[src/hw/rtl/blt_pkg.sv]
// Package for the block list text buffer: sizes, widths, codes and payload types.
// No dependencies; blt_cell and the top level import it.
package blt_pkg;

  localparam int MAX_BLOCKS     = 64;
  localparam int BLOCK_CAPACITY = 64;

  localparam int POS_W   = 13;
  localparam int CHAR_W  = 8;
  localparam int MODE_W  = 2;
  localparam int STAT_W  = 2;
  localparam int CFG_W   = 7;
  localparam int LC_W    = 13;

  localparam int BLK_W   = $clog2(MAX_BLOCKS);
  localparam int NB_W    = $clog2(MAX_BLOCKS + 1);
  localparam int SIZE_W  = $clog2(BLOCK_CAPACITY + 1);
  localparam int OFF_W   = $clog2(BLOCK_CAPACITY);
  localparam int SUM_W   = $clog2(MAX_BLOCKS * BLOCK_CAPACITY + 1);
  localparam int CMP_W   = (SUM_W > POS_W) ? SUM_W : POS_W;
  localparam int STORE_DEPTH = MAX_BLOCKS * BLOCK_CAPACITY;
  localparam int ADDR_W  = $clog2(STORE_DEPTH);
  localparam int DIVC_W  = $clog2(LC_W + 1);

  localparam logic [LC_W-1:0] LOAD_COUNT_MAX = LC_W'(8191);

  localparam logic [MODE_W-1:0] MODE_LOAD  = 2'd0;
  localparam logic [MODE_W-1:0] MODE_INS   = 2'd1;
  localparam logic [MODE_W-1:0] MODE_QUERY = 2'd2;

  localparam logic [STAT_W-1:0] STAT_OK    = 2'd0;
  localparam logic [STAT_W-1:0] STAT_RANGE = 2'd1;
  localparam logic [STAT_W-1:0] STAT_FULL  = 2'd2;

  localparam logic REG_BLOCKS = 1'b0;
  localparam logic REG_FILL   = 1'b1;

  typedef struct packed {
    logic [MODE_W-1:0] mode;
    logic [POS_W-1:0]  position;
    logic [CHAR_W-1:0] character;
  } in_t;

  typedef struct packed {
    logic [CHAR_W-1:0] character_res;
    logic [STAT_W-1:0] status;
  } out_t;

  typedef struct packed {
    logic shift;
    logic add;
  } cell_ctl_t;

endpackage

[src/hw/rtl/blt_cell.sv]
// One cell of the block size ring: holds the size of one block and passes it on.
// Depends on blt_pkg.
module blt_cell import blt_pkg::*; (
  input  logic              clk,
  input  logic              rst_n,
  input  cell_ctl_t         ctl,
  input  logic [SIZE_W-1:0] din,
  output logic [SIZE_W-1:0] q
);

  logic [SIZE_W-1:0] size_r;
  logic [SIZE_W-1:0] size_nxt;

  always_comb begin
    size_nxt = size_r;
    if (ctl.shift) begin
      size_nxt = din + SIZE_W'(ctl.add);
    end
  end

  always_ff @(posedge clk) begin
    if (!rst_n) begin
      size_r <= '0;
    end else begin
      size_r <= size_nxt;
    end
  end

  assign q = size_r;

endmodule

[config.mk]
export PLATFORM = sky130hd
export DESIGN_NAME = blt_cell
export DESIGN_NICKNAME = d
export VERILOG_FILES = /design/src/hw/rtl/blt_pkg.sv /design/src/hw/rtl/blt_cell.sv
export SDC_FILE = /design/constraint.sdc
export NUM_CORES = 1
export LEC_CHECK = 0
export ABC_CLOCK_PERIOD_IN_PS = 1900
export BUFFER_PORTS_ARGS = -buffer_cell sky130_fd_sc_hd__buf_2
export CORE_AREA = 2 2 39 41
export DETAILED_ROUTE_END_ITERATION = 8
export DIE_AREA = 0 0 41 43
export PLACE_DENSITY = 0.57
export SYNTH_ARGS = -nofsm -noshare
export SYNTH_HDL_FRONTEND = slang
export SYNTH_SLANG_ARGS = --single-unit
[constraint.sdc]
create_clock -name clk -period 1.9 [get_ports clk]
set_clock_uncertainty 0.05 [all_clocks]
set_input_delay 0.19 -clock clk [delete_from_list [all_inputs] [get_ports clk]]
set_output_delay 0.19 -clock clk [all_outputs]
set_load 0.05 [all_outputs]
## Word level (Yosys, flattened, before mapping)

Index checks and enable logic that the tools add are counted.
W data, S select, Z words.

- Bits in registers: 7
- Input port bits: 11
- Output and inout port bits: 7
- Logic and storage cells: 2

- Add/sub/neg operators: 1

Operators with widths:

| cell | number |
|---|---|
| $add A7 B1 Y7 | 1 |

## Longest topological paths before layout

- Depth in word-level cells: 1
- Mapped depth: 5
- Gate-level depth less buffers: 5

## Least setup slack after synthesis

Ideal clock, no wire load.

- Path kind: input -> register
- Start: input port ctl[0] (netlist bit)
- End: register size_r[6], in the netlist q[6]
- Library setup time: 0.074 ns
- Arrival: 1.103 ns
- Data required time: 1.776 ns
- Slack: 0.673 ns
- Stages on the path: 5
- Buffers on the path: 0
- Path through: ha_1 -> ha_1 -> nand3_1 -> or3_1 -> a31oi_1

- Word-level cells in the longest chain between the ends: 1

Ends and longest elaborated chain:

| what | line | RTL |
|---|---|---|
| start: declaration | blt_cell.sv:6 | `input cell_ctl_t ctl,` |
| $add A7 B1 Y7 | blt_cell.sv:17 | `size_nxt = din + SIZE_W'(ctl.add);` |
| end signal: assignment | blt_cell.sv:25 | `size_r <= size_nxt;` |
| end: declaration | blt_cell.sv:11 | `logic [SIZE_W-1:0] size_r;` |

No other way between the ends.
A chain may end at the register's enable or synchronous reset.

## Worst setup path in the final report

Same ends and word-level chain as after synthesis.

==> results.sh <==
export IMPL_ys_flop_type="dfxtp_1"
export IMPL_tightest_slew_ns=0.250
export IMPL_outcome="finished, final reports clean"
export IMPL_hold_buffers=0
export IMPL_routedWlPerCell_um=10.6
export IMPL_cp_max_fo=3
export IMPL_route_detailed_drc=0
export IMPL_start_kind="input pin"
export IMPL_slew_viol_final=0
export IMPL_seq_area_frac_synth=0.431
export IMPL_holdPathStages=3
export IMPL_period_minus_slack_ns=1.15
export IMPL_setup_viol=0
export IMPL_fin_crit_sh=0.606
export IMPL_yosysUniqueCellTypes=14
export IMPL_cp_end_kind="register"
export IMPL_drv_cap=0
export IMPL_reg2reg_slack_ns=1.20
export IMPL_rsz0062_at_grt="no"
export IMPL_synth_area_leaders="dfxtp_1 (43%), o21ai_0 (9.2%), ha_1 (7.7%)"
export IMPL_post_cts_resized=0
export IMPL_worstHoldPathType="input pin to register"
export IMPL_slowest_stage="or3_1"
export IMPL_portBuffers=17
export IMPL_crit_arrival_ns=1.27
export IMPL_yosysMostFrequentCell="dfxtp_1"
export IMPL_fp_row_count=14
export IMPL_gp_congestion=0.602
export IMPL_place_ws_ns=0.473
export IMPL_cts_buffers=3
export IMPL_postSynthAreaPerCell_sq_um=9.29
export IMPL_synthTopCellsByCount="dfxtp_1 (7), o21ai_0 (6), nand2_1 (3)"
export IMPL_die_h_um=43
export IMPL_grt_overflow_total=0
export IMPL_die_x_um=41
export IMPL_die_area_sq_um=1760
export IMPL_p_per_area_nw_per_um2=868
export IMPL_num_nets_final=69
export IMPL_rr_endpoint="q[6]"
export IMPL_core_sq_um=1380
export IMPL_path_cells="buf_2 -> ha_1 -> ha_1 -> nand3_1 -> or3_1 -> a31oi_1"
export IMPL_crit_cells=6
export IMPL_p_leak_nw=0.217
export IMPL_final_setup_worst_slack_ns=0.748
export IMPL_wl_um=754
export IMPL_cp_num_buf_inv=1
export IMPL_max_slew_margin=0.834
export IMPL_drtIter0Drc=8
export IMPL_yosys_warnings=0
export IMPL_antenna_found_initial=0
export IMPL_cts_sink_count=7
export IMPL_cts_setup_buffers=0
export IMPL_hold_path_startpoint="din[5]"
export IMPL_critPathKind="input pin to register"
export IMPL_final_util=0.326
export IMPL_fmax_ghz=0.868
export IMPL_detail_route_antenna_nets=0
export IMPL_largest_register_ff_count=7
export IMPL_synthCells=35
export IMPL_grt_pass1_vias=328
export IMPL_cts_tree="built"
export IMPL_vdd_drop_max_uv=279
export IMPL_cts_buffer_depth=2
export IMPL_worstPathRequired_ns=2.02
export IMPL_reg2reg_depth=2
export IMPL_syn_area_sq_um=325
export IMPL_cts_max_level=1
export IMPL_regArea_sq_um=140
export IMPL_area_growth_pct=38.8
export IMPL_grt_max_degree=13
export IMPL_grt_usage=0.107
export IMPL_synthArstFlopShare=0
export IMPL_synth_edf_count=0
export IMPL_final_setup_tns_ns=0
export IMPL_hold_path_endpoint="q[5]"
export IMPL_ys_ff_latch=7
export IMPL_cpPeakStageDelay_ns=0.35
export IMPL_r2r_start="q[6]"
export IMPL_n_fill_cell=150
export IMPL_ios=18
export IMPL_worstSkewPairLatency_ns=0.25
export IMPL_hold_viol_final=0
export IMPL_cts_root_buf="clkbuf_4"
export IMPL_critPathTopFamily="simple AND/OR/NAND/NOR gates"
export IMPL_viasPerCell=4.52
export IMPL_clk_pin_slew_ns=0.06
export IMPL_diodes=0
export IMPL_multi_input_area_sq_um=180
export IMPL_first_pass_iters=3
export IMPL_synth_top_cell_area_share=0.431
export IMPL_synth_top_cell_by_area="dfxtp_1"
export IMPL_synth_nets=48
export IMPL_drive_above_1_share=0.364
export IMPL_via_count=321
export IMPL_cp_common_cell="ha_1"
export IMPL_grt_pass1_wl_um=1260
export IMPL_hpwl_um=595
export IMPL_initial_utilization=0.235
==> final cells by class <==
| type | instances | area share |
|---|---|---|
| Tap cell | 16 | 0.0443 |
| Multi-Input combinational cell | 27 | 0.399 |
| Sequential cell | 7 | 0.310 |
| Clock buffer | 4 | 0.0582 |
| Timing Repair Buffer | 17 | 0.188 |
==> routing by layer <==
layer | part of all wire | vias up | wire (um) | GRT usage
met4 | 0 | 0 | 0 | 0.0600
met3 | 0.13 | 0 | 95 | 0.0366
li1 | - | 167 | - | -
met2 | 0.47 | 12 | 353 | 0.172
met1 | 0.40 | 142 | 305 | 0.113
met5 | 0 | - | 0 | 0
==> cell families after synthesis <==
family	count (synthesis)	synth area share
DFF	7	0.431
adders and majority gates	2	0.0769
muxes	2	0.0615
AOI/OAI and AO/OA	11	0.192
buffers and inverters	1	0.0154
xor gates and xnor gates	3	0.0808
and+or+nand+nor	9	0.142
==> worst min-delay path, cell delays in order <==
cell     delay (ns)
buf_2          0.11
o21ai_0        0.06
a31oi_1        0.07
==> worst max path at each step <==
stage	startpoint	to	slack, ns
CTS	ctl[0]	q[6]	0.74
detailed placement	ctl[0]	q[6]	0.47
global route	ctl[0]	q[6]	0.65
finish	ctl[0]	q[6]	0.75
global placement	ctl[0]	q[6]	0.54
floorplan	ctl[0]	q[6]	0.67
==> cell usage in the layout (no fill, tap or decap) <==
master	netlist	routed
mux2i_1	2	2
nor2b_1	2	2
clkbuf_4	0	3
or3_1	2	2
xnor2_1	1	1
buf_2	1	17
xor2_1	2	2
o21ai_0	6	6
ha_1	2	2
nand2_1	3	3
o211a_1	1	1
nand3_1	2	2
a21oi_1	2	2
clkbuf_1	0	1
dfxtp_1	7	7
a31oi_1	2	2
==> power by group <==
| part | leakage, nW | total, mW | internal (mW) | switching, mW |
|---|---|---|---|---|
| Sequential | 0.0581 | 0.162 | 0.158 | 0.00455 |
| Clock | 0.0150 | 0.138 | 0.0803 | 0.0579 |
| Combinational | 0.144 | 0.0915 | 0.0284 | 0.0631 |
==> per-stage QoR <==
stage | power [mW] | area [sq um] | instances | hold slack [ns]
final | 0.392 | 452 | 71 | 0.175
after global routing | 0.416 | 452 | 71 | 0.192
after CTS | 0.402 | 452 | 71 | 0.165
after detailed placement | 0.258 | 425 | 67 | 0.432
after global placement | 0.257 | 425 | 67 | 0.412
after floorplan | 0.228 | 325 | 35 | 0.268
No activity file was read; power rests on OpenSTA's default activity.
